<file path="src/ptfc_pkg.sv">
// shared constants and types of the point triangle feature classifier
`default_nettype none
package ptfc_pkg;

	localparam int TOL_W = 16;
	localparam logic [TOL_W-1:0] TOL_RESET = 16'd7;
	localparam int TSQ_W = 2 * (TOL_W + 1);
	localparam int CHUNK_W = 34;

	localparam int NEXT_IDX [3] = '{1, 2, 0};
	localparam int XD_IDX [6] = '{1, 2, 2, 0, 0, 1};
	localparam int XP_IDX [6] = '{2, 1, 0, 2, 1, 0};

	typedef enum logic [1:0] {
		FEAT_VERTEX = 2'd0,
		FEAT_EDGE   = 2'd1,
		FEAT_FACE   = 2'd2
	} feature_t;

endpackage
`default_nettype wire

</file>
<file path="src/ptfc_mul.sv">
// pipelined signed multiplier built from narrow partial products
`default_nettype none
module ptfc_mul #(
	parameter int A_W = 33,
	parameter int B_W = 33
) (
	input  logic                        clk,
	input  logic signed [A_W-1:0]       a,
	input  logic signed [B_W-1:0]       b,
	output logic signed [A_W+B_W-1:0]   p
);
	import ptfc_pkg::*;

	localparam int NA = (A_W + CHUNK_W - 1) / CHUNK_W;
	localparam int NB = (B_W + CHUNK_W - 1) / CHUNK_W;
	localparam int AX_W = NA * CHUNK_W;
	localparam int BX_W = NB * CHUNK_W;
	localparam int P_W = A_W + B_W;
	localparam int PP_W = 2 * CHUNK_W + 2;

	logic signed [AX_W-1:0] a_x;
	logic signed [BX_W-1:0] b_x;
	logic signed [CHUNK_W:0] a_c [NA];
	logic signed [CHUNK_W:0] b_c [NB];
	logic signed [PP_W-1:0] pp_s1 [NA][NB];
	logic signed [P_W-1:0] acc;
	logic signed [P_W-1:0] prod_s2;

	assign a_x = AX_W'(a);
	assign b_x = BX_W'(b);

	// lower chunks unsigned, top chunk carries the sign
	for (genvar i = 0; i < NA; i++) begin : g_a
		if (i == NA - 1) begin : g_top
			assign a_c[i] = $signed({a_x[AX_W-1], a_x[i*CHUNK_W +: CHUNK_W]});
		end else begin : g_low
			assign a_c[i] = $signed({1'b0, a_x[i*CHUNK_W +: CHUNK_W]});
		end
	end
	for (genvar j = 0; j < NB; j++) begin : g_b
		if (j == NB - 1) begin : g_top
			assign b_c[j] = $signed({b_x[BX_W-1], b_x[j*CHUNK_W +: CHUNK_W]});
		end else begin : g_low
			assign b_c[j] = $signed({1'b0, b_x[j*CHUNK_W +: CHUNK_W]});
		end
	end

	always_ff @(posedge clk) begin
		for (int i = 0; i < NA; i++) begin
			for (int j = 0; j < NB; j++) begin
				pp_s1[i][j] <= a_c[i] * b_c[j];
			end
		end
	end

	always_comb begin
		acc = '0;
		for (int i = 0; i < NA; i++) begin
			for (int j = 0; j < NB; j++) begin
				acc = acc + (P_W'(pp_s1[i][j]) <<< (CHUNK_W * (i + j)));
			end
		end
	end

	always_ff @(posedge clk) begin
		prod_s2 <= acc;
	end

	assign p = prod_s2;

endmodule
`default_nettype wire

</file>
<file path="config.mk">
export PLATFORM = sky130hd
export DESIGN_NAME = ptfc_mul
export DESIGN_NICKNAME = d
export VERILOG_FILES = /design/src/ptfc_pkg.sv /design/src/ptfc_mul.sv
export SDC_FILE = /design/constraint.sdc
export NUM_CORES = 2
export LEC_CHECK = 0
export BUFFER_PORTS_ARGS = -buffer_cell sky130_fd_sc_hd__buf_2
export CAP_MARGIN = 30
export CORE_ASPECT_RATIO = 1.75
export CORE_MARGIN = 3
export CORE_UTILIZATION = 35
export CTS_BUF_LIST = sky130_fd_sc_hd__clkbuf_8
export DETAILED_ROUTE_END_ITERATION = 6
export PLACE_DENSITY = 0.48
export SLEW_MARGIN = 20
export SYNTH_ARGS = -nofsm -noshare
export SYNTH_HDL_FRONTEND = slang
export SYNTH_SLANG_ARGS = --single-unit
</file>
<file path="constraint.sdc">
create_clock -name clk -period 9.8 [get_ports clk]
set_input_delay 0.98 -clock clk [delete_from_list [all_inputs] [get_ports clk]]
set_output_delay 0.98 -clock clk [all_outputs]
set_load 0.02 [all_outputs]
</file>
==> results.toml <==
[status]
status = "finished, final reports clean"

[worst_setup_path]
end_kind = "flop"
path_buf_inv = 6
slowest_stage = "o31ai_4"
crit_cells = 25
arrival_ns = 9.27
startpoint_type = "input port"
rrSetupSlack_ns = 9.35
cpMostUsedCell = "fa_1"
crit_family = "adder cells"
r2r_end = "p[24]$_DFF_P_"
r2r_cells = 0
worstSetupPathType = "input port to flop"
cpPeakStageDelay_ns = 0.68
worstReg2RegStart = "pp_s1[0][24]$_DFF_P_"
critPathRequiredTime_ns = 10.32
path_max_fanout = 33

[clocking]
cts.sinks = 132
post_cts_buffers = 0
cts_buffer_depth = 2
insertion_delay_ns = 0.58
htreeDepth = 4
hold_buffers = 0
cts_tree = "yes"
cts_made_buffers = 17
cts.clk_slew.worst_paths_ns = 0.11
clock-root-buffer = "clkbuf_8"
cts_resized = 0

[cells_and_area]
layout_commonest_cell = "fa_1"
mostFrequentLayoutCells = "fa_1 (1144), inv_1 (1127), and2_1 (558)"
drive_above_1_share_pct = 6.55
fill_cells = 12100
synthToLayoutAreaGrowth_pct = 7.22
layout.nets = 5826

[grt]
grt_max_degree = 34
grt_antenna_before_repair = 10
grt_overflow_total = 0
grt_pass1_vias = 34400
groute.usage.overall_pct = 23.8
grt_pass1_wl_mm = 211

[synthesis]
syn_avg_cell_area_sq_um = 9.55
syn_inst = 4362
netlist_area_sq_um = 41600
synth_xor_area_share_pct = 1.56
synthMuxAreaShare_pct = 0
synth_seq_cells = 132
synth_fp_nets = 5791
ys_warn_count = 0
synthFlopType = "dfxtp_1"
synth_cell_types = 65
async_flop_share_pct = 0
synth-seq-area-share_pct = 6.35
synthAdderAreaFrac_pct = 61.6
synth_compound_area_share_pct = 3.32
synthSimpleGateAreaFrac_pct = 14.9
synth_top_family_by_area = "adder cells"
synth_edf_count = 0

[sta]
worst_pin_slew_ns = 0.914
hold_viol_final = 0
max_freq_mhz = 114
finalSetupViolCount = 0
layout_min_cycle_time_ns = 8.75
fin_setup_tns_ns = 0
rsz0062_at_grt = "false"
relSlewSlack_pct = 39.1
maxSlewViolCount = 0
skew_ns = 0.0132
period_share_pct = 89.3

[drt]
wl_per_cell_um = 23.3
final_antenna_net_count = 0
drc = 0
vias = 28900
drt_iter0_drc = 1287
vias_per_cell = 4.88
wirelength_mm = 138
first_pass_iters = 5

[worst_hold_path]
hold-path-endpoint = "p[4]$_DFF_P_"
min-delay-start = "pp_s1[0][4]$_DFF_P_"
min_path_cells = 0
hp-class = "flop to flop"

[placement]
routabilityCongestion = 0.877
hpwl_mm = 117
port_buffers = 132

[die]
die-area_sq_um = 123000
die-width_um = 267
ios = 133
core_sq_um = 118000
start_util_pct = 35.4
core.rowCount = 166
die_h_um = 462

[run]
max_cap_viol_count = 0
[area by class of cell]
cell class	instances	area [sq um]	area share, %
Multi-Input combinational cell	2881	33900	75.9
Antenna cell	8	20.0	0.0448
Clock buffer	17	234	0.524
Timing Repair Buffer	238	1560	3.50
Sequential cell	132	2640	5.92
Clock inverter	15	181	0.406
Inverter	1127	4230	9.48
Tap cell	1512	1890	4.24
[logic make-up (layout without fill, tap and decap cells)]
kind of cell	count (synthesis)	after routing
xor gates and xnor gates	74	74
DFF	132	132
other	0	8
and+or+nand+nor	1236	1236
buffers and inverters	1349	1397
adders and majority gates	1362	1362
AOI/OAI and AO/OA	209	209
[synth_stat cells (2+ instances only)]
master,n,share of area (%)
a211oi_1,7,0.13
a21boi_0,4,0.072
a21o_1,39,0.70
a21o_2,3,0.063
a21oi_1,67,0.81
a221oi_1,2,0.042
a31oi_1,11,0.17
and2_1,558,8.4
and2_2,2,0.036
and3_1,6,0.090
and3_2,2,0.036
and4_1,2,0.042
buf_4,2,0.036
clkbuf_1,213,1.9
clkbuf_8,3,0.099
dfxtp_1,132,6.3
fa_1,1145,55
ha_1,217,6.5
inv_1,1127,10
nand2_1,546,4.9
nand2b_1,11,0.17
nand3_1,17,0.20
nand4_1,11,0.17
nor2_1,62,0.56
nor2b_1,5,0.075
nor3_1,4,0.048
nor3b_1,2,0.036
o211ai_1,7,0.13
o21a_1,8,0.14
o21ai_0,33,0.40
o21bai_1,6,0.11
o311a_1,2,0.048
o31ai_1,2,0.036
xnor2_1,52,1.1
xor2_1,22,0.46
[metal layers]
| metal | vias up | GRT usage [%] | wire length [um] |
|---|---|---|---|
| li1 | 12400 | - | - |
| met1 | 15500 | 21.6 | 41700 |
| met2 | 697 | 47.4 | 79000 |
| met3 | 373 | 2.18 | 3350 |
| met4 | 4 | 18.9 | 13900 |
| met5 | - | 0 | 31 |
[state kept, by name, indices dropped and copies added (netlist names)]
signal  flops
pp_s1      66
p          66
[through the flow]
step                hold WS (ns)  util (%)  cell area, sq um  instances  worst slack, ns
detailed placement         0.312      37.6             44200       5889            0.410
finish                     0.323      38.0             44600       5930             1.05
global route               0.329      38.0             44600       5923            0.742
global placement           0.310      37.6             44200       5889            0.493
CTS                        0.318      37.9             44600       5921             1.04
floorplan                  0.310         -             41600       4362             1.56
[worst max path at each step]
stage                                end  slack, ns  start
floorplan           pp_s1[0][62]$_DFF_P_       1.56  a[32]
global placement    pp_s1[0][64]$_DFF_P_       0.49  a[16]
detailed placement  pp_s1[0][64]$_DFF_P_       0.41  a[16]
CTS                 pp_s1[0][64]$_DFF_P_       1.04  a[16]
global route        pp_s1[0][64]$_DFF_P_       0.74  a[16]
finish              pp_s1[0][64]$_DFF_P_       1.05  a[16]
Power is not shown: default switching activity piles up to over one toggle a cycle in this logic, so the estimate is an artifact.
